## config.mk

```make
export PLATFORM = sky130hd
export DESIGN_NAME = pmtc_ctrl
export DESIGN_NICKNAME = d
export VERILOG_FILES = /design/src/rtl/core/pmtc_pkg.sv /design/src/rtl/core/pmtc_ctrl.sv
export VERILOG_INCLUDE_DIRS = /design/src /design/src/rtl/core
export SDC_FILE = /design/constraint.sdc
export NUM_CORES = 1
export LEC_CHECK = 0
export ABC_AREA = 1
export ABC_CLOCK_PERIOD_IN_PS = 1850
export BUFFER_PORTS_ARGS = -buffer_cell sky130_fd_sc_hd__clkbuf_2
export CORE_AREA = 2 2 39 41
export DETAILED_ROUTE_END_ITERATION = 6
export DIE_AREA = 0 0 41 43
export MAX_ROUTING_LAYER = met4
export PLACE_DENSITY = 0.62
export SLEW_MARGIN = 20
export SYNTH_ARGS = -nofsm -noshare
export SYNTH_HDL_FRONTEND = slang
export SYNTH_SLANG_ARGS = --single-unit
```

## constraint.sdc

```tcl
create_clock -name clk -period 1.85 [get_ports clk]
set_input_delay 0.37 -clock clk [delete_from_list [all_inputs] [get_ports clk]]
set_output_delay 0.37 -clock clk [all_outputs]
set_load 0.01 [all_outputs]
```

## src/rtl/core/progressive_mesh_triangle_collapse_defines.svh

```systemverilog
// Assertion macros for the progressive mesh triangle collapse block.
`ifndef PROGRESSIVE_MESH_TRIANGLE_COLLAPSE_DEFINES_SVH
`define PROGRESSIVE_MESH_TRIANGLE_COLLAPSE_DEFINES_SVH
`ifndef SYNTHESIS
`define PMTC_CHECK(label, prop) \
  label: assert property (@(posedge clk) disable iff (!rst_n) (prop)) \
    else $error("pmtc check failed");
`define PMTC_NEXT(label, cond, nxt) `PMTC_CHECK(label, (cond) |=> (nxt))
`else
`define PMTC_CHECK(label, prop)
`define PMTC_NEXT(label, cond, nxt)
`endif
`endif

```

## src/rtl/core/pmtc_pkg.sv

```systemverilog
// Shared constants and controller/datapath interface types.
`default_nettype none
package pmtc_pkg;

  localparam int TABLE_DEPTH = 4096;
  localparam int TBL_AW      = $clog2(TABLE_DEPTH);
  localparam int STEP_W      = $clog2(TABLE_DEPTH + 1);
  localparam int VTX_W       = 16;
  localparam int CFG_W       = 13;
  localparam int CFG_IDX_W   = 1;
  localparam int OUT_VTX_W   = 12;
  localparam int SLOT_W      = 16;

  localparam logic [CFG_IDX_W-1:0] REG_DETAIL_LIMIT = 1'd0;
  localparam logic [CFG_IDX_W-1:0] REG_VERTEX_COUNT = 1'd1;

  localparam logic OP_LOAD     = 1'b0;
  localparam logic OP_TRIANGLE = 1'b1;

  localparam logic [1:0] CORNER_FIRST = 2'd0;
  localparam logic [1:0] CORNER_MID   = 2'd1;
  localparam logic [1:0] CORNER_LAST  = 2'd2;

  typedef struct packed {
    logic       load;
    logic       start;
    logic [1:0] sel;
    logic       rd;
    logic       step;
    logic       next_corner;
    logic       emit;
  } cmd_t;

  typedef struct packed {
    logic bypass;
    logic walk_go;
    logic link_stop;
    logic out_free;
  } sts_t;

endpackage
`default_nettype wire

```

## src/rtl/core/pmtc_ctrl.sv

```systemverilog
// Controller: sequences table loads and the per-corner collapse walk.
`default_nettype none
`include "progressive_mesh_triangle_collapse_defines.svh"
module pmtc_ctrl
  import pmtc_pkg::*;
(
  input  wire logic clk,
  input  wire logic rst_n,
  input  wire logic in_valid,
  output      logic in_ready,
  input  wire logic in_op,
  input  wire sts_t sts,
  output      cmd_t cmd
);

  typedef enum logic [1:0] {
    ST_IDLE,
    ST_CHK,
    ST_LINK,
    ST_EMIT
  } state_t;

  state_t     state_r, state_nxt;
  logic [1:0] sel_r, sel_nxt;
  logic       accept;

  assign in_ready = rst_n && (state_r == ST_IDLE);
  assign accept   = in_valid && in_ready;

  always_comb begin
    state_nxt       = state_r;
    sel_nxt         = sel_r;
    cmd             = '0;
    cmd.sel         = sel_r;
    unique case (state_r)
      ST_IDLE: begin
        if (accept) begin
          if (in_op == OP_LOAD) begin
            cmd.load = 1'b1;
          end else begin
            cmd.start = 1'b1;
            sel_nxt   = CORNER_FIRST;
            state_nxt = sts.bypass ? ST_EMIT : ST_CHK;
          end
        end
      end
      ST_CHK: begin
        if (sts.walk_go) begin
          cmd.rd    = 1'b1;
          state_nxt = ST_LINK;
        end else if (sel_r == CORNER_LAST) begin
          state_nxt = ST_EMIT;
        end else begin
          cmd.next_corner = 1'b1;
          sel_nxt         = sel_r + 2'd1;
        end
      end
      ST_LINK: begin
        state_nxt = ST_CHK;
        if (!sts.link_stop) begin
          cmd.step = 1'b1;
        end else if (sel_r == CORNER_LAST) begin
          state_nxt = ST_EMIT;
        end else begin
          cmd.next_corner = 1'b1;
          sel_nxt         = sel_r + 2'd1;
        end
      end
      ST_EMIT: begin
        if (sts.out_free) begin
          cmd.emit  = 1'b1;
          state_nxt = ST_IDLE;
        end
      end
      default: state_nxt = ST_IDLE;
    endcase
  end

  always_ff @(posedge clk) begin
    if (!rst_n) begin
      state_r <= ST_IDLE;
      sel_r   <= CORNER_FIRST;
    end else begin
      state_r <= state_nxt;
      sel_r   <= sel_nxt;
    end
  end

  `PMTC_CHECK(a_link_follows_chk, (state_r == ST_LINK) |-> $past(state_r == ST_CHK))
  `PMTC_CHECK(a_sel_in_range, sel_r <= CORNER_LAST)
  `PMTC_NEXT(a_emit_returns_idle, (state_r == ST_EMIT) && sts.out_free, state_r == ST_IDLE)

endmodule
`default_nettype wire

```

After elaboration in Yosys (flattened, before gate mapping). Index checks and enable logic that the tools add are counted. W data, S select, Z words.

Bits in registers: 4. Output and inout bits: 9. Logic and storage cells: 48.

Eq/ne operators: 10. Reductions and logical operators: 6. Mux-type cells: 29. Add/subtract/negate cells: 1.

Operator list (count): $mux W2 (15); $mux W1 (11); $ne A2 B2 Y1 const B (5); $pmux W2 S4 (1); $eq A2 B2 Y1 const B (3); $pmux W2 S3 (1); $reduce_and A5 Y1 (1); $reduce_and A4 Y1 (1); $ne A3 B3 Y1 const B (1); $reduce_bool A3 Y1 (1); $add A2 B1 Y2 const B (1); $eq A2 B1 Y1 const B (1); $logic_and A1 B1 Y1 (2); $logic_not A2 Y1 (1); $pmux W1 S2 (1).

Logic depth before layout (Yosys ltp).
Depth in word-level cells: 5. Depth in mapped cells: 9.

Worst setup path after synthesis. Ideal clock, no wire load.

Path type: reg2out. Start: reg sel_r[0]. End: out cmd[1] (netlist bit). Stages on the path, launching flop included: 6. Data arrival time: 1103 ps. Buffers on the path: 0. Required time: 1480 ps. Path slack: 377 ps. Path through: dfxtp_1 > inv_1 > ha_1 > nor2_1 > nand2_1 > a21oi_1.

RTL lines: start, declared (line pmtc_ctrl.sv:24) `logic [1:0] sel_r, sel_nxt;`; start signal, assigned (line pmtc_ctrl.sv:85) `sel_r <= sel_nxt;`; end, declared (line pmtc_ctrl.sv:13) `output cmd_t cmd`.

==> impl_metrics.yaml <==
worst_setup_path:
  rr_worst_depth: 9
  crit_required_ps: 1480
  rrSetupSlack_ps: 490
  crit_type: "reg2out"
  r2r_start: "state_r[0]$_SDFFE_PN0P_"
  end_kind: "primary output"
  r2r-end: "sel_r[0]$_SDFFE_PN0P_"
  worstPathMaxFanout: 4
  cp.arrival_ps: 1390
  startpoint_type: "flip-flop"
timing:
  finalHoldViolations: 0
  setup_viol: 0
  finalCritPeriodShare_pct: 95.0
  fin_worst_skew_ps: 1.39
  slew_headroom_pct: 88.0
  timing.fmax_mhz: 569
  worst_pin_slew_ps: 179
  drv_slew: 0
  grt_setup_unrepaired: "false"
  period_needed_ps: 1760
  setup_tns_ps: 0
die:
  die_y_um: 43
  fp.coreArea_mm2: 0.00138
  start_util_pct: 35.4
  num_rows: 14
  die_area_mm2: 0.00176
  ioPinCount: 17
  die_w_um: 41
routing:
  vias: 509
  vias_per_cell: 4.31
  drt-total-wl_um: 959
  postRouteAntennaNets: 0
  first_iter_violations: 10
  first_pass_iters: 4
  drc: 0
  wire_per_inst_um: 8.13
logic_synthesis:
  post-synth-top-count-cell: "nand2_1"
  synth.area.top_cells: "ha_1 20%, nand2_1 17%, dfxtp_1 16%"
  synth_area_per_cell_um2: 5.89
  yosysUniqueCellTypes: 15
  yosysTopAreaCellShare_pct: 20.5
  ys.flop_type: "dfxtp_1"
  syn_nets: 99
  yosys_warnings: 0
  yosys_register_bits: 4
  async_flop_share_pct: 0
  yosys-top-cells-count: "22 x nand2_1, 16 x inv_1, 16 x nor2_1, 8 x ha_1"
  synth.cell_area_um2: 489
  synth_edf_count: 0
  synth.yosys.seq_area_share_pct: 16.4
  netlist_instances: 83
  synth_top_area_cell: "ha_1"
clock_tree:
  clk_pin_slew_ps: 30
  cts_sinks: 4
  cts_made_buffers: 3
  cts_tree: "done"
  cts_buffer_depth: 2
  cts_htree_levels: 1
  postCtsResizedCells: 0
  ctsHoldBuffers: 0
  clk_latency_ps: 230
  cts_root_buffer: "clkbuf_4"
  post_cts_buffers: 0
hold_path:
  min_to: "sel_r[1]$_SDFFE_PN0P_"
  hold_class: "in2reg"
  min-delay-start: "rst_n"
  holdPathStages: 3
cells_and_area:
  antenna_cells: 0
  fill_cells: 155
  multi_input_area_um2: 352
  drive_gt1_share_pct: 31.4
  utilization_pct: 44.8
  area_delta_synth_final_pct: 26.9
  ff_latch_area_um2: 82.6
  final_nets: 120
power_and_ir_drop:
  leakagePower_uw: 0.000384
  switching_share_pct: 51.5
  combPwrFrac_pct: 70.9
  p_sw_uw: 516
  p_total_uw: 1000
  p_per_area_mw_per_mm2: 1610
  p_int_uw: 486
  ir_drop_v: 0.000679
  p_seq_share_pct: 18.8
  power_frac_clock_pct: 10.3
global_routing:
  antenna_found_initial: 0
  overflow: 0
  grt_usage_pct: 13.8
  grt_pass1_wl_um: 1590
  grt_max_degree: 8
  first_global_vias: 420
place:
  port_buffers: 16
  hpwl_um: 819
  gp_congestion: 0.786
status:
  status: "complete, no violations"
job:
  drv_cap: 0
-- metal layers --
layer | track usage (%) | share of wire (%)
met4 | 10.0 | 0
met2 | 17.2 | 44
met1 | 18.7 | 51
met5 | - | 0
met3 | 3.14 | 4.4
-- stage by stage --
step                      hold WS (ps)  cell area, um2  cells  setup WS [ps]
after floorplan                    490             489     83            377
after global placement             507             589    115            318
after detailed placement           523             589    115            310
after CTS                          463             612    118           59.6
after global routing               487             621    118          0.342
final                              464             621    118           92.7
-- flip-flops by register name, summed over array words and instances, names as in the netlist --
register and flops:
sel_r 2, state_r 2
-- layout by cell type, fill, tap and decap left out --
cell type  Yosys  layout
inv_2          1       1
nand3_1        4       4
a21oi_1        3       2
inv_1         16      16
nor2_2         3       4
nand3_2        1       1
a21oi_2        1       2
dfxtp_2        0       2
or2_2          1       1
or2_0          1       1
dfxtp_1        4       2
nor2_4         1       1
nor2_1        16      15
clkbuf_2       0      16
nand2_2        1       1
clkbuf_4       0       3
ha_1           8       8
nand2_1       22      22
-- power groups by stage --
stage	logic [uW]	clock network, uW	registers, uW
after global placement	705	0	180
final	711	103	188
after detailed placement	701	0	184
after global routing	814	114	198
after CTS	703	109	183
after floorplan	538	0	186
-- layout make-up --
type                       instances  share of cell area (%)
sequential                         4                    13.3
timing repair buffer              16                    12.9
tap                               16                    3.23
clock buffer                       3                    3.63
inverter                          17                    10.3
multi-input combinational         62                    56.7
-- critical path: stages (launching register included) --
cell and delay (ps):
dfxtp_1 340, inv_1 70, ha_1 250, nor2_2 140, nand2_1 90, a21oi_2 140
clkbuf_2 140
-- how the worst max path moves through the flow --
| stage | from | end | slack (ps) | cells after the start |
|---|---|---|---|---|
| finish | sel_r[0]$_SDFFE_PN0P_ | cmd[1] | 90 | 6 |
| floorplan | sel_r[0]$_SDFFE_PN0P_ | cmd[1] | 380 | 5 |
| global route | sel_r[0]$_SDFFE_PN0P_ | cmd[1] | 0.3 | 6 |
| CTS | state_r[0]$_SDFFE_PN0P_ | cmd[1] | 60 | 5 |
| global placement | sel_r[0]$_SDFFE_PN0P_ | cmd[1] | 320 | 6 |
| detailed placement | state_r[0]$_SDFFE_PN0P_ | cmd[1] | 310 | 5 |
-- cells by family (layout without fill, tap and decap cells) --
| kind of cell | Yosys count | count (layout) | share of synthesized area, % |
|---|---|---|---|
| flops | 4 | 4 | 16.4 |
| compound gates | 4 | 4 | 4.86 |
| simple gates | 50 | 50 | 45.3 |
| buf+inv | 17 | 36 | 13.0 |
| fa+ha+maj | 8 | 8 | 20.5 |
Power figures use the tool's default switching activity.
